$ cat src/sv/tfbs_pkg.sv
// Shared types, register indexes and word/CRC functions for the telemetry frame
// bit serializer. No dependencies; used by every module of the block.
`default_nettype none
package tfbs_pkg;

	localparam logic [3:0] WORD_LEN_LONG  = 4'd13;
	localparam logic [3:0] WORD_LEN_SHORT = 4'd12;
	localparam logic [1:0] POS_CRC_START  = 2'd2;
	localparam logic [7:0] CRC_POLY_RESET = 8'h07;

	localparam logic [7:0] CTRL_EXC_FLAG  = 8'h7E;
	localparam logic [7:0] CTRL_EXC_HIGH  = 8'hFE;
	localparam logic [7:0] CTRL_EXC_ONES  = 8'hFF;

	// register indexes of the configuration port
	localparam logic REG_CRC_POLY   = 1'b0;
	localparam logic REG_LONG_WORDS = 1'b1;

	typedef struct packed {
		logic [7:0] data_byte;
		logic       last_byte;
	} in_t;

	typedef struct packed {
		logic tx_bit;
		logic word_end;
		logic frame_end;
	} out_t;

	// one encoded line word, left-aligned: bit 12 goes out first
	typedef struct packed {
		logic [12:0] bits;
		logic        wide;
		logic        is_crc;
	} word_t;

	function automatic logic [7:0] crc_feed(logic [7:0] acc, logic [7:0] b,
			logic [7:0] poly);
		logic [7:0] c;
		c = acc ^ b;
		for (int k = 0; k < 8; k++) begin
			if (c[7]) begin
				c = {c[6:0], 1'b0} ^ poly;
			end else begin
				c = {c[6:0], 1'b0};
			end
		end
		return c;
	endfunction

	function automatic word_t encode_word(logic [7:0] b, logic wide, logic is_crc);
		word_t      w;
		logic       ctrl;
		logic       par;
		logic [7:0] rev;
		ctrl = wide && (b != CTRL_EXC_FLAG) && (b != CTRL_EXC_HIGH)
			&& (b != CTRL_EXC_ONES);
		// odd parity over data and control bit
		par = ~((^b) ^ ctrl);
		for (int j = 0; j < 8; j++) begin
			rev[7 - j] = b[j];
		end
		if (wide) begin
			w.bits = {1'b0, rev, ctrl, par, 2'b11};
		end else begin
			w.bits = {1'b0, rev, par, 2'b11, 1'b1};
		end
		w.wide   = wide;
		w.is_crc = is_crc;
		return w;
	endfunction

endpackage
`default_nettype wire

$ cat src/sv/tfbs_frame_ctrl.sv
// Input stage: frame position, CRC-8 accumulator and a two-word buffer of
// encoded words waiting for the bit shifter. Depends on tfbs_pkg.
`default_nettype none
module tfbs_frame_ctrl (
	input  wire logic           clk,
	input  wire logic           arst_n,
	input  wire logic           in_valid,
	output logic                in_ready,
	input  wire tfbs_pkg::in_t  in_data,
	input  wire logic [7:0]     crc_poly,
	input  wire logic           long_words,
	output logic                word_valid,
	output tfbs_pkg::word_t     word,
	input  wire logic           word_take
);

	logic [1:0]      pos_q;
	logic [7:0]      crc_q;
	logic [1:0]      buf_cnt_s1;
	tfbs_pkg::word_t slot0_s1;
	tfbs_pkg::word_t slot1_s1;

	logic       accept;
	logic       feed;
	logic [7:0] crc_next;
	logic [7:0] crc_send;

	assign word_valid = (buf_cnt_s1 != 2'd0);
	assign word       = slot0_s1;
	// take a new byte only once the buffer drains this cycle
	assign in_ready   = (buf_cnt_s1 == 2'd0) || ((buf_cnt_s1 == 2'd1) && word_take);
	assign accept     = in_valid && in_ready;
	assign feed       = (pos_q == tfbs_pkg::POS_CRC_START);
	assign crc_next   = tfbs_pkg::crc_feed(crc_q, in_data.data_byte, crc_poly);
	assign crc_send   = feed ? crc_next : crc_q;

	always_ff @(posedge clk or negedge arst_n) begin
		if (!arst_n) begin
			pos_q <= 2'd0;
			crc_q <= 8'd0;
		end else if (accept) begin
			if (in_data.last_byte) begin
				pos_q <= 2'd0;
				crc_q <= 8'd0;
			end else if (feed) begin
				crc_q <= crc_next;
			end else begin
				pos_q <= pos_q + 2'd1;
			end
		end
	end

	always_ff @(posedge clk or negedge arst_n) begin
		if (!arst_n) begin
			buf_cnt_s1 <= 2'd0;
		end else if (accept) begin
			buf_cnt_s1 <= in_data.last_byte ? 2'd2 : 2'd1;
		end else if (word_take) begin
			buf_cnt_s1 <= buf_cnt_s1 - 2'd1;
		end
	end

	always_ff @(posedge clk) begin
		if (accept) begin
			slot0_s1 <= tfbs_pkg::encode_word(in_data.data_byte, long_words, 1'b0);
			slot1_s1 <= tfbs_pkg::encode_word(crc_send, long_words, 1'b1);
		end else if (word_take) begin
			slot0_s1 <= slot1_s1;
		end
	end

`ifndef SYNTH
	a_pos_range: assert property (@(posedge clk) disable iff (!arst_n)
		pos_q != 2'd3)
		else $error("frame position beyond saturation");
	a_buf_range: assert property (@(posedge clk) disable iff (!arst_n)
		buf_cnt_s1 != 2'd3)
		else $error("word buffer overfilled");
	a_take_nonempty: assert property (@(posedge clk) disable iff (!arst_n)
		word_take |-> word_valid)
		else $error("word taken from empty buffer");
	a_crc_cleared: assert property (@(posedge clk) disable iff (!arst_n)
		(accept && in_data.last_byte) |=> (crc_q == 8'd0 && pos_q == 2'd0))
		else $error("CRC state not cleared after last byte");
`endif

endmodule
`default_nettype wire

$ cat src/sv/tfbs_bit_shifter.sv
// Bit shifter: loads encoded words from the input stage and moves them out one
// line bit per transfer through a registered output. Depends on tfbs_pkg.
`default_nettype none
module tfbs_bit_shifter (
	input  wire logic            clk,
	input  wire logic            arst_n,
	input  wire logic            word_valid,
	input  wire tfbs_pkg::word_t word,
	output logic                 word_take,
	output logic                 out_valid,
	input  wire logic            out_ready,
	output tfbs_pkg::out_t       out_data
);

	logic [12:0]    sh_q;
	logic [3:0]     rem_q;
	logic           crc_q;
	logic           out_valid_q;
	tfbs_pkg::out_t out_q;

	logic adv;
	logic last_bit;

	assign adv       = !out_valid_q || out_ready;
	assign last_bit  = (rem_q == 4'd1);
	// fetch a word when the shifter is empty, or the next word as the last bit of this one leaves
	assign word_take = word_valid && ((rem_q == 4'd0) || (adv && last_bit));
	assign out_valid = out_valid_q;
	assign out_data  = out_q;

	always_ff @(posedge clk or negedge arst_n) begin
		if (!arst_n) begin
			out_valid_q <= 1'b0;
		end else if (adv) begin
			out_valid_q <= (rem_q != 4'd0);
		end
	end

	always_ff @(posedge clk) begin
		if (adv && (rem_q != 4'd0)) begin
			out_q.tx_bit    <= sh_q[12];
			out_q.word_end  <= last_bit;
			out_q.frame_end <= last_bit && crc_q;
		end
	end

	always_ff @(posedge clk or negedge arst_n) begin
		if (!arst_n) begin
			rem_q <= 4'd0;
			crc_q <= 1'b0;
		end else if (word_take) begin
			rem_q <= word.wide ? tfbs_pkg::WORD_LEN_LONG : tfbs_pkg::WORD_LEN_SHORT;
			crc_q <= word.is_crc;
		end else if (adv && (rem_q != 4'd0)) begin
			rem_q <= rem_q - 4'd1;
		end
	end

	always_ff @(posedge clk) begin
		if (word_take) begin
			sh_q <= word.bits;
		end else if (adv && (rem_q != 4'd0)) begin
			sh_q <= {sh_q[11:0], 1'b1};
		end
	end

`ifndef SYNTH
	a_rem_range: assert property (@(posedge clk) disable iff (!arst_n)
		rem_q <= tfbs_pkg::WORD_LEN_LONG)
		else $error("bit count out of range");
	a_frame_on_word_end: assert property (@(posedge clk) disable iff (!arst_n)
		(out_valid_q && out_q.frame_end) |-> out_q.word_end)
		else $error("frame end without word end");
	a_stop_bit_high: assert property (@(posedge clk) disable iff (!arst_n)
		(out_valid_q && out_q.word_end) |-> out_q.tx_bit)
		else $error("final stop bit not high");
`endif

endmodule
`default_nettype wire

$ cat src/sv/telemetry_frame_bit_serializer_top.sv
// Top level of the telemetry frame bit serializer: configuration registers,
// input stage and bit shifter. Depends on tfbs_pkg, tfbs_frame_ctrl, tfbs_bit_shifter.
//
//   channel  | handshake              | payload
//   ---------+------------------------+-----------------------------------
//   input    | in_valid / in_ready    | in_data  (data_byte, last_byte)
//   output   | out_valid / out_ready  | out_data (tx_bit, word_end, frame_end)
//   config   | cfg_we                 | cfg_index, cfg_wdata
//
// One line bit leaves per cycle while the output is not stalled; a byte is a word of 13
// line bits in long mode and 12 in short mode, and a last byte is followed by its CRC word.
// A byte is accepted as the shifter takes the last buffered word of the previous one.
// On an idle block a byte's word goes from the input buffer to the shifter, then out.
// Reset clears the CRC, frame position, buffer and output; registers take 0x07 and 1.
// A stalled output holds its bit and the shifter; an empty shifter still loads a word.
`default_nettype none
module telemetry_frame_bit_serializer_top (
	input  wire logic           clk,
	input  wire logic           arst_n,
	input  wire logic           in_valid,
	output logic                in_ready,
	input  wire tfbs_pkg::in_t  in_data,
	output logic                out_valid,
	input  wire logic           out_ready,
	output tfbs_pkg::out_t      out_data,
	input  wire logic           cfg_we,
	input  wire logic           cfg_index,
	input  wire logic [7:0]     cfg_wdata
);

	logic [7:0]      crc_poly_q;
	logic            long_words_q;
	logic            word_valid;
	logic            word_take;
	tfbs_pkg::word_t word;

	always_ff @(posedge clk or negedge arst_n) begin
		if (!arst_n) begin
			crc_poly_q   <= tfbs_pkg::CRC_POLY_RESET;
			long_words_q <= 1'b1;
		end else if (cfg_we) begin
			case (cfg_index)
				tfbs_pkg::REG_CRC_POLY: begin
					crc_poly_q <= cfg_wdata;
				end
				tfbs_pkg::REG_LONG_WORDS: begin
					long_words_q <= cfg_wdata[0];
				end
				default: begin
					crc_poly_q <= crc_poly_q;
				end
			endcase
		end
	end

	tfbs_frame_ctrl u_frame_ctrl (
		.clk        (clk),
		.arst_n     (arst_n),
		.in_valid   (in_valid),
		.in_ready   (in_ready),
		.in_data    (in_data),
		.crc_poly   (crc_poly_q),
		.long_words (long_words_q),
		.word_valid (word_valid),
		.word       (word),
		.word_take  (word_take)
	);

	tfbs_bit_shifter u_bit_shifter (
		.clk        (clk),
		.arst_n     (arst_n),
		.word_valid (word_valid),
		.word       (word),
		.word_take  (word_take),
		.out_valid  (out_valid),
		.out_ready  (out_ready),
		.out_data   (out_data)
	);

endmodule
`default_nettype wire
$ cat config.mk
export PLATFORM = sky130hd
export DESIGN_NAME = telemetry_frame_bit_serializer_top
export DESIGN_NICKNAME = d
export VERILOG_FILES = /design/src/sv/tfbs_pkg.sv /design/src/sv/tfbs_frame_ctrl.sv /design/src/sv/tfbs_bit_shifter.sv /design/src/sv/telemetry_frame_bit_serializer_top.sv
export SDC_FILE = /design/constraint.sdc
export NUM_CORES = 1
export LEC_CHECK = 0
export ABC_AREA = 1
export BUFFER_PORTS_ARGS = -buffer_cell sky130_fd_sc_hd__buf_4
export CORE_MARGIN = 5
export CORE_UTILIZATION = 45
export DETAILED_ROUTE_END_ITERATION = 16
export PLACE_DENSITY = 0.62
export SLEW_MARGIN = 25
export SYNTH_ARGS = -nofsm -noshare
export SYNTH_HDL_FRONTEND = slang
export SYNTH_HIERARCHICAL = 1
export SYNTH_SLANG_ARGS = --single-unit
$ cat constraint.sdc
create_clock -name clk -period 4.7 [get_ports clk]
set_input_delay 0.47 -clock clk [delete_from_list [all_inputs] [get_ports clk]]
set_output_delay 0.47 -clock clk [all_outputs]
set_load 0.05 [all_outputs]
# ---- Word-level counts from Yosys, hierarchy flattened
# Cells that the tools add are included.
dict set report classes {
  add_sub_neg 3
  eq_ne 10
  mux 24
  bitwise_logic 14
  n_reduce_logical 27
}
# operator n
set op_table {}
lappend op_table {{$mux W8} 10}
lappend op_table {{$xor A8 B8 Y8} 9}
lappend op_table {{$ne A8 B8 Y1 const B} 4}
lappend op_table {{$mux W15} 2}
lappend op_table {{$mux W13} 2}
lappend op_table {{$mux W4} 4}
lappend op_table {{$ne A8 B7 Y1 const B} 2}
lappend op_table {{$reduce_xor A8 Y1} 2}
lappend op_table {{$logic_and A1 B1 Y1} 12}
lappend op_table {{$mux W2} 5}
lappend op_table {{$reduce_and A2 Y1} 3}
lappend op_table {{$reduce_bool A2 Y1} 3}
lappend op_table {{$eq A4 B1 Y1 const B} 1}
lappend op_table {{$logic_not A4 Y1} 1}
lappend op_table {{$reduce_bool A4 Y1} 1}
lappend op_table {{$sub A4 B1 Y4 const B} 1}
lappend op_table {{$logic_or A1 B1 Y1} 3}
lappend op_table {{$not A1 Y1} 3}
lappend op_table {{$add A2 B1 Y2 const B} 1}
lappend op_table {{$eq A2 B1 Y1 const B} 1}
lappend op_table {{$eq A2 B2 Y1 const B} 1}
lappend op_table {{$logic_not A2 Y1} 1}
lappend op_table {{$ne A2 B2 Y1 const B} 1}
lappend op_table {{$sub A2 B1 Y2 const B} 1}
lappend op_table {{other kinds (3)} 4}
dict set report totals {
  register_bits 71
  output_inout_bits 5
  word_cells 96
}

# ---- Longest topological paths before layout
# Gate-level depths: netlist of run 1.
dict set report depth {
  word_depth 25
  depth_mapped 36
  depth_no_buf 36
}

# ---- Modules after synthesis
# Netlist of run 1, hierarchy kept.
# module instances cells_per_inst area_each_um2 seq_area_each_um2
set by_module_without_submodules {}
lappend by_module_without_submodules {tfbs_frame_ctrl 1 413 3121.7 1011.0}
lappend by_module_without_submodules {tfbs_bit_shifter 1 108 1053.5 630.6}
lappend by_module_without_submodules {telemetry_frame_bit_serializer_top 1 40 372.9 230.2}

# ---- Worst setup path before layout of run 1
# No wires, ideal clock.
dict set report synth_timing {
  path_type {in2reg}
  start {input in_data[8] (netlist bit)}
  end {register u_frame_ctrl/slot1_s1[4] (netlist bit) (data pin)}
  setup_time_ns 0.249
  t_arrival_ns 3.603
  t_required_ns 4.451
  setup_slack_ns 0.848
  stages 30
  n_path_buf 0
  path_cell_list {inv_2 nand2_1 nand2_2 nand3_2 nand2_4 nand2_2 nand2_4 nand3_2 nand2_2 inv_2 nor2_4 nand3_4 nand3_4 xor2_4 nand2_2 nand2_2 inv_2 nor2_2 nand2_1 nand2_4 nand2_1 xor2_1 a21boi_1 inv_1 ha_1 xnor2_1 xnor2_1 nand3_1 nand2_1 inv_1}
}
# item line
set synth_rtl {}
lappend synth_rtl {{start: declaration} telemetry_frame_bit_serializer_top.sv:22} ;# input wire tfbs_pkg::in_t in_data,
lappend synth_rtl {{$xor A8 B8 Y8 (*)} tfbs_pkg.sv:40} ;# c = acc ^ b;
lappend synth_rtl {{$mux W8 (*)} tfbs_pkg.sv:42} ;# if (c[7]) begin
lappend synth_rtl {{$xor A8 B8 Y8} tfbs_pkg.sv:43} ;# c = {c[6:0], 1'b0} ^ poly;
lappend synth_rtl {{$mux W8 (*)} tfbs_pkg.sv:42}
lappend synth_rtl {{$xor A8 B8 Y8} tfbs_pkg.sv:43}
lappend synth_rtl {{$mux W8 (*) (2 in series)} tfbs_pkg.sv:42}
lappend synth_rtl {{$xor A8 B8 Y8 / $mux W8 (equally long branches)} {tfbs_pkg.sv:43, tfbs_pkg.sv:42}}
lappend synth_rtl {{$mux W8 (*)} tfbs_pkg.sv:42}
lappend synth_rtl {{(+5 left out)} n/a}
lappend synth_rtl {{$mux W8 (*)} tfbs_pkg.sv:42}
lappend synth_rtl {{$mux W8 (*)} tfbs_frame_ctrl.sv:35} ;# assign crc_send = feed ? crc_next : crc_q;
lappend synth_rtl {{via u_frame_ctrl.crc_send[4]} tfbs_frame_ctrl.sv:26} ;# logic [7:0] crc_send;
lappend synth_rtl {{$ne A8 B7 Y1} tfbs_pkg.sv:56} ;# ctrl = wide && (b != CTRL_EXC_FLAG) && (b != CTRL_EXC_HIGH)
lappend synth_rtl {{$logic_and A1 B1 Y1 (2 in series)} tfbs_pkg.sv:56}
lappend synth_rtl {{$logic_and A1 B1 Y1} tfbs_pkg.sv:57} ;# && (b != CTRL_EXC_ONES);
lappend synth_rtl {{$xor A1 B1 Y1 (*)} tfbs_pkg.sv:59} ;# par = ~((^b) ^ ctrl);
lappend synth_rtl {{$not A1 Y1 (*)} tfbs_pkg.sv:59}
lappend synth_rtl {{end signal: assignment} tfbs_frame_ctrl.sv:66} ;# slot1_s1 <= tfbs_pkg::encode_word(crc_send, long_words, 1'b1);
lappend synth_rtl {{end: declaration} tfbs_frame_ctrl.sv:21} ;# tfbs_pkg::word_t slot1_s1;
# The timed path passes the listed nets; every way through them passes the cells marked *.
# A chain may end at the register's enable or synchronous reset.

# ---- Worst setup path in the final report of run 1
dict set report layout_timing {
  start {register u_frame_ctrl.crc_q[7]}
  end {register u_frame_ctrl/slot1_s1[4] (netlist bit) (data pin)}
}
# item line
set layout_rtl {}
lappend layout_rtl {{start: declaration} tfbs_frame_ctrl.sv:18} ;# logic [7:0] crc_q;
lappend layout_rtl {{start signal: assignment} tfbs_frame_ctrl.sv:46} ;# crc_q <= crc_next;
lappend layout_rtl {{$xor A8 B8 Y8 (*)} tfbs_pkg.sv:40}
lappend layout_rtl {{$mux W8 (*)} tfbs_pkg.sv:42}
lappend layout_rtl {{$xor A8 B8 Y8} tfbs_pkg.sv:43}
lappend layout_rtl {{$mux W8 (*)} tfbs_pkg.sv:42}
lappend layout_rtl {{$xor A8 B8 Y8} tfbs_pkg.sv:43}
lappend layout_rtl {{$mux W8 (*) (2 in series)} tfbs_pkg.sv:42}
lappend layout_rtl {{$xor A8 B8 Y8 / $mux W8 (equally long branches)} {tfbs_pkg.sv:43, tfbs_pkg.sv:42}}
lappend layout_rtl {{$mux W8 (*)} tfbs_pkg.sv:42}
lappend layout_rtl {{(+5 left out)} n/a}
lappend layout_rtl {{$mux W8 (*)} tfbs_pkg.sv:42}
lappend layout_rtl {{$mux W8 (*)} tfbs_frame_ctrl.sv:35}
lappend layout_rtl {{via u_frame_ctrl.crc_send[4]} tfbs_frame_ctrl.sv:26}
lappend layout_rtl {{$ne A8 B7 Y1} tfbs_pkg.sv:56}
lappend layout_rtl {{$logic_and A1 B1 Y1 (2 in series)} tfbs_pkg.sv:56}
lappend layout_rtl {{$logic_and A1 B1 Y1} tfbs_pkg.sv:57}
lappend layout_rtl {{$xor A1 B1 Y1 (*)} tfbs_pkg.sv:59}
lappend layout_rtl {{$not A1 Y1 (*)} tfbs_pkg.sv:59}
# Marked as above.

==> flow_metrics.env, run 1 <==
export IMPL_outcome="complete, no violations"
export IMPL_grt_pass1_wl_mm=17.4
export IMPL_cts_tree="built"
export IMPL_cts_root_buf="clkbuf_8"
export IMPL_insertion_delay_ps=340
export IMPL_total_power_mw=3.92
export IMPL_drt_iter0_markers=287
export IMPL_drv_slew=0
export IMPL_syn_inst=561
export IMPL_route_detailed_drc=0
export IMPL_io_pins=28
export IMPL_placed_cells=714
export IMPL_endpoint_kind="flop"
export IMPL_cts_sinks=67
export IMPL_die_h_um=111
export IMPL_synth_top_area_share_pct=25.7
export IMPL_synth_main_ff_cell="edfxtp_1"
export IMPL_power_leakage_nw=2.47
export IMPL_syn2layout_area_growth_pct=12.5
export IMPL_yosysWarnings=6
export IMPL_rows=36
export IMPL_placed_cell_area_um2=4880
export IMPL_path_clk_slew_ps=80
export IMPL_diodes=0
export IMPL_setup_violations=0
export IMPL_critPathLaunchType="flop"
export IMPL_worst_path_stages=31
export IMPL_final_common_cell="nand2_1"
export IMPL_h_tree_depth=3
export IMPL_drv_cap=0
export IMPL_worst_pin_slew_ps=773
export IMPL_syn_area_per_cell_um2=8.11
export IMPL_hold_viol=0
export IMPL_synthTopCellsByArea="edfxtp_1 26%, nand2_1 15%, dfrtp_1 13%"
export IMPL_grt_pass1_vias=3557
export IMPL_tns_ps=0
export IMPL_cp_required_ps=4800
export IMPL_arrival_ps=4350
export IMPL_portBuffers=27
export IMPL_cts_made_buffers=9
export IMPL_antenna_found_initial=0
export IMPL_cts_buffer_depth=2
export IMPL_synth_edf_count=39
export IMPL_hpwl_mm=7.85
export IMPL_min_path_type="input port to asynchronous set/reset pin"
export IMPL_vias=3690
export IMPL_fin_area_um2=5120
export IMPL_fmax_mhz=235
export IMPL_critPathMaxFanout=10
export IMPL_hold_buffers=0
export IMPL_max_vdd_ir_drop_mv=0.312
export IMPL_p_per_area_nw_per_um2=765
export IMPL_critPathKind="flop to flop"
export IMPL_min_period_over_period_pct=90.5
export IMPL_finClkSkew_ps=10.8
export IMPL_wl_per_cell_um=14.0
export IMPL_synth_async_reset_ratio_pct=40.3
export IMPL_max_stage_delay_ps=420
export IMPL_final_cell_mix="179 x nand2_1, 56 x inv_1, 50 x nand3_1"
export IMPL_period_minus_slack_ps=4250
export IMPL_grt_overflow=0
export IMPL_drt_first_pass_iters=5
export IMPL_fp_dieArea_um2=12200
export IMPL_dieWidth_um=111
export IMPL_rsz0062_at_grt="false"
export IMPL_gp_congestion=0.887
export IMPL_syn_area_um2=4550
export IMPL_drtAntennaViolNets=0
export IMPL_synth_ff_latch_count=67
export IMPL_ys_seq_area_share_pct=41.2
export IMPL_path_delay_family="simple AND/OR/NAND/NOR gates"
export IMPL_layout_drive_gt1_share_pct=18.1
export IMPL_drt_total_wl_mm=10.3
export IMPL_syn_nets=601
export IMPL_nNetsFinal=633
export IMPL_grt_max_degree=28
export IMPL_core_um2=9820
export IMPL_yosys_area_top_type="edfxtp_1"
export IMPL_start_util_pct=46.3
export IMPL_via_per_inst=5.05
export IMPL_track_usage_pct=17.5
export IMPL_yosysUniqueCellTypes=44
export IMPL_final_cells=731
export IMPL_cp_buffers_inverters=5
export IMPL_reg2reg_depth=31
export IMPL_hold_ws_ps=35.4
export IMPL_maxSlewHeadroom_pct=48.3
export IMPL_critPathSlowestCell="dfrtp_1"
## cell families after synthesis
logic type               Yosys count  synth area share (%)
buffers and inverters             81                  7.70
AO/OA/AOI/OAI                     43                  5.86
XOR/XNOR                          50                  10.2
other                              1                0.0825
flip-flops                        67                  41.2
adder cells (fa/ha/maj)           17                  4.68
AND/OR/NAND/NOR                  302                  30.3
## final cells by class
cell class | instances | area [um2]
fillers | 951 | 4700
clock inverters | 7 | 100
flip-flops and latches | 67 | 1870
clock buffers | 9 | 124
inverters | 66 | 253
well taps | 133 | 166
repair buffers | 36 | 270
multi-input cells | 413 | 2330
## Yosys cell counts, types with 2 or more instances
| library cell | number |
|---|---|
| nand2_1 | 179 |
| inv_1 | 56 |
| nand3_1 | 50 |
| edfxtp_1 | 39 |
| nor2_1 | 31 |
| xnor2_1 | 24 |
| xor2_1 | 24 |
| dfrtp_1 | 23 |
| nand2_2 | 20 |
| ha_1 | 17 |
| o21ai_0 | 16 |
| inv_2 | 8 |
| clkbuf_1 | 7 |
| nand3_2 | 7 |
| nand2_4 | 5 |
| o22ai_1 | 5 |
| a22o_1 | 4 |
| buf_4 | 4 |
| dfstp_2 | 4 |
| o21ai_1 | 4 |
| a21boi_1 | 3 |
| a21oi_1 | 3 |
| nor2_2 | 3 |
| o31ai_1 | 3 |
| buf_2 | 2 |
| nand3_4 | 2 |
## registers in the layout (all words and copies together), names as in the netlist
register                 count
u_frame_ctrl/word           13
u_bit_shifter/rem_q          4
crc_poly_q                   8
u_frame_ctrl/slot1_s1       11
u_bit_shifter/sh_q          13
u_frame_ctrl/pos_q           2
u_frame_ctrl/crc_q           8
u_bit_shifter/crc_q          1
u_bit_shifter/out_valid      1
long_words_q                 1
u_frame_ctrl/buf_cnt_s1      2
u_bit_shifter/out_data       3
## worst paths after layout
path | start | endpoint | slack [ps]
max | u_frame_ctrl/crc_q[7] | u_frame_ctrl/slot1_s1[4] | 450
min | arst_n | u_bit_shifter/rem_q[1] | 40
max reg2reg | u_frame_ctrl/crc_q[7] | u_frame_ctrl/slot1_s1[4] | 450
min reg2reg | u_bit_shifter/sh_q[12] | u_bit_shifter/out_data[2] | 440
max in group asynchronous | arst_n | crc_poly_q[2] | 4360
min in group clk | cfg_wdata[1] | crc_poly_q[1] | 350
## repair_timing
item / CTS / global route
buffers inserted: 0 / 1
endpoints found under the setup margin: 0 / 1
resized for setup: 0 / 2
## per-stage QoR
step	util [%]	setup WS, ps
global route	52.1	7.19
global placement	49.7	287
floorplan	-	848
CTS	52.0	378
finish	52.1	448
detailed placement	49.7	184
## metal layers
metal  global-route usage (%)  wire length (um)  share of wire (%)  vias up
met5                        0                 0                  0        -
met1                     23.9              5000                 49     1730
met2                     28.3              4690                 46       85
met3                     3.28               364                3.6       18
li1                         -                 -                  -     1857
met4                     5.09               201                2.0        0
## worst register-to-register path, delay by kind of cell (launching register included)
kind,cells,cell delay [ps]
compound gates,1,190
simple gates,21,2240
fa+ha+maj,1,310
xor+xnor,3,550
buf+inv,5,300
flops,1,420
## report_power, final
part	switching, mW	total, mW	internal, mW
clock network	0.244	0.548	0.304
registers	0.114	1.05	0.940
logic	1.48	2.32	0.837
No activity file was read; power rests on OpenSTA's default activity.
==> run 2: changes to the inputs <==
- CELL_PAD_IN_SITES_DETAIL_PLACEMENT: default -> 1
- CELL_PAD_IN_SITES_GLOBAL_PLACEMENT: default -> 2
- CORE_UTILIZATION: 45 -> 37
- CTS_CLUSTER_DIAMETER: default -> 80
- PLACE_DENSITY: 0.62 -> 0.8
==> run 2 against run 1 <==
Final cell count up 2.6%. Clock skew decreased by 5.6 ps. Fmax down 0.88%. Clock power is 20% higher. Highest routed layer unchanged. First-iteration DRC count down 59%. Critical path type unchanged. Sequential power about the same. Utilization is 8.3 points lower. Setup slack worse by 38 ps.
==> flow_metrics.env, run 2 (synthesis gave the netlist of run 1 again) <==
export IMPL_outcome="complete, no violations"
export IMPL_drv_cap=0
export IMPL_final_cell_mix="179 x nand2_1, 56 x inv_1, 50 x nand3_1"
export IMPL_cts_made_buffers=9
export IMPL_drt_iter0_markers=118
export IMPL_cts_tree="built"
export IMPL_track_usage_pct=16.8
export IMPL_insertion_delay_ps=330
export IMPL_worst_r2r_endpoint="u_frame_ctrl/slot1_s1[4]"
export IMPL_arrival_ps=4380
export IMPL_ff2ff_setup_slack_ps=410
export IMPL_cts_root_buf="clkbuf_16"
export IMPL_start_util_pct=37.9
export IMPL_min_path_type="input port to asynchronous set/reset pin"
export IMPL_drt_first_pass_iters=4
export IMPL_cp_required_ps=4790
export IMPL_nFillCells=1467
export IMPL_route_detailed_drc=0
export IMPL_placed_cell_area_um2=4900
export IMPL_syn2layout_area_growth_pct=15.7
export IMPL_setup_violations=0
export IMPL_worst_pin_slew_ps=549
export IMPL_gp_congestion=0.812
export IMPL_rsz0062_at_grt="false"
export IMPL_critPathKind="flop to flop"
export IMPL_critPathMaxFanout=10
export IMPL_diodes=0
export IMPL_fmax_mhz=233
export IMPL_p_per_area_nw_per_um2=792
export IMPL_io_pins=28
export IMPL_path_clk_slew_ps=60
export IMPL_drtAntennaViolNets=0
export IMPL_r2r_start="u_frame_ctrl/crc_q[7]"
export IMPL_nNetsFinal=638
export IMPL_critPathLaunchType="flop"
export IMPL_vias=3652
export IMPL_die_h_um=121
export IMPL_cts_buffer_depth=2
export IMPL_dieWidth_um=121
export IMPL_grt_pass1_vias=3856
export IMPL_critPathSlowestCell="dfrtp_1"
export IMPL_tns_ps=0
export IMPL_antenna_found_initial=0
export IMPL_endpoint_kind="flop"
export IMPL_period_minus_slack_ps=4290
export IMPL_final_common_cell="nand2_1"
export IMPL_rows=40
export IMPL_fp_dieArea_um2=14600
export IMPL_drt_total_wl_mm=11.6
export IMPL_fin_area_um2=5260
export IMPL_layout_drive_gt1_share_pct=18.4
export IMPL_grt_overflow=0
export IMPL_finClkSkew_ps=5.22
export IMPL_core_um2=12000
export IMPL_portBuffers=27
export IMPL_max_vdd_ir_drop_mv=0.322
export IMPL_hold_viol=0
export IMPL_cpMostUsedCell="nand2_1"
export IMPL_drv_slew=0
export IMPL_grt_pass1_wl_mm=19.5
export IMPL_min_period_over_period_pct=91.3
export IMPL_max_stage_delay_ps=420
export IMPL_reg2reg_depth=29
export IMPL_h_tree_depth=3
export IMPL_maxSlewHeadroom_pct=63.3
export IMPL_grt_max_degree=28
export IMPL_via_per_inst=4.87
export IMPL_wl_per_cell_um=15.5
export IMPL_power_leakage_nw=2.53
export IMPL_hold_ws_ps=60.0
export IMPL_hpwl_mm=9.09
export IMPL_cts_sinks=67
-- run 2: cell count changes in the layout (fill, tap and decap cells not counted), moves of 2 or more --
cell / delta
clkbuf_16: +9
clkbuf_8: -8
buf_4: +5
clkbuf_1: +3
clkinv_4: -2
inv_6: -2
xnor2_1: -2
xnor2_2: +2
-- run 2: timing repair --
item,4_1_cts,5_1_grt
gates resized for setup,0,6
hold buffers,0,0
setup endpoints to repair,0,1
buffers inserted,0,6
-- run 2: final cells by class --
type | count | area [um2] | area share [%]
Clock buffer | 13 | 250 | 4.75
Clock inverter | 3 | 38.8 | 0.737
Inverter | 66 | 253 | 4.80
Multi-Input combinational cell | 413 | 2360 | 44.8
Sequential cell | 67 | 1870 | 35.6
Tap cell | 147 | 184 | 3.49
Timing Repair Buffer | 41 | 308 | 5.85
-- run 2: through the flow --
stage	worst slack (ps)	util, %	std cells	power (mW)
after floorplan	848	-	561	2.89
after global placement	247	40.8	728	3.35
after detailed placement	84.2	40.8	728	3.42
after CTS	288	43.2	744	4.10
after global routing	14.1	43.8	750	4.55
final	411	43.8	750	4.17
-- run 2: how the worst max path moves through the flow --
stage                           from                        to  depth (start not counted)
6_report       u_frame_ctrl/crc_q[7]  u_frame_ctrl/slot1_s1[4]                         29
5_1_grt        u_frame_ctrl/crc_q[7]  u_frame_ctrl/slot1_s1[4]                         32
3_3_place_gp              in_data[8]  u_frame_ctrl/slot1_s1[4]                         29
4_1_cts        u_frame_ctrl/crc_q[7]  u_frame_ctrl/slot1_s1[4]                         30
2_1_floorplan             in_data[8]  u_frame_ctrl/slot1_s1[4]                         30
3_5_place_dp              in_data[8]  u_frame_ctrl/slot1_s1[4]                         31
-- run 2: layer usage --
| layer | global-route usage, % | part of all wire, % |
|---|---|---|
| met1 | 20.4 | 45 |
| met5 | 0 | 0 |
| met4 | 4.04 | 0.95 |
| met3 | 2.70 | 2.0 |
| met2 | 31.1 | 52 |
-- run 2: power breakdown --
| part | switching, mW | internal [mW] |
|---|---|---|
| registers | 0.114 | 0.943 |
| clock network | 0.233 | 0.423 |
| logic | 1.56 | 0.901 |
-- run 2: critical path, delay by kind of cell, from the launching register on --
kind | cells | cell delay (ps)
DFF | 1 | 420
xor gates and xnor gates | 5 | 1080
and+or+nand+nor | 17 | 1640
AOI/OAI and AO/OA | 1 | 200
buffers and inverters | 5 | 380
adders and majority gates | 1 | 320
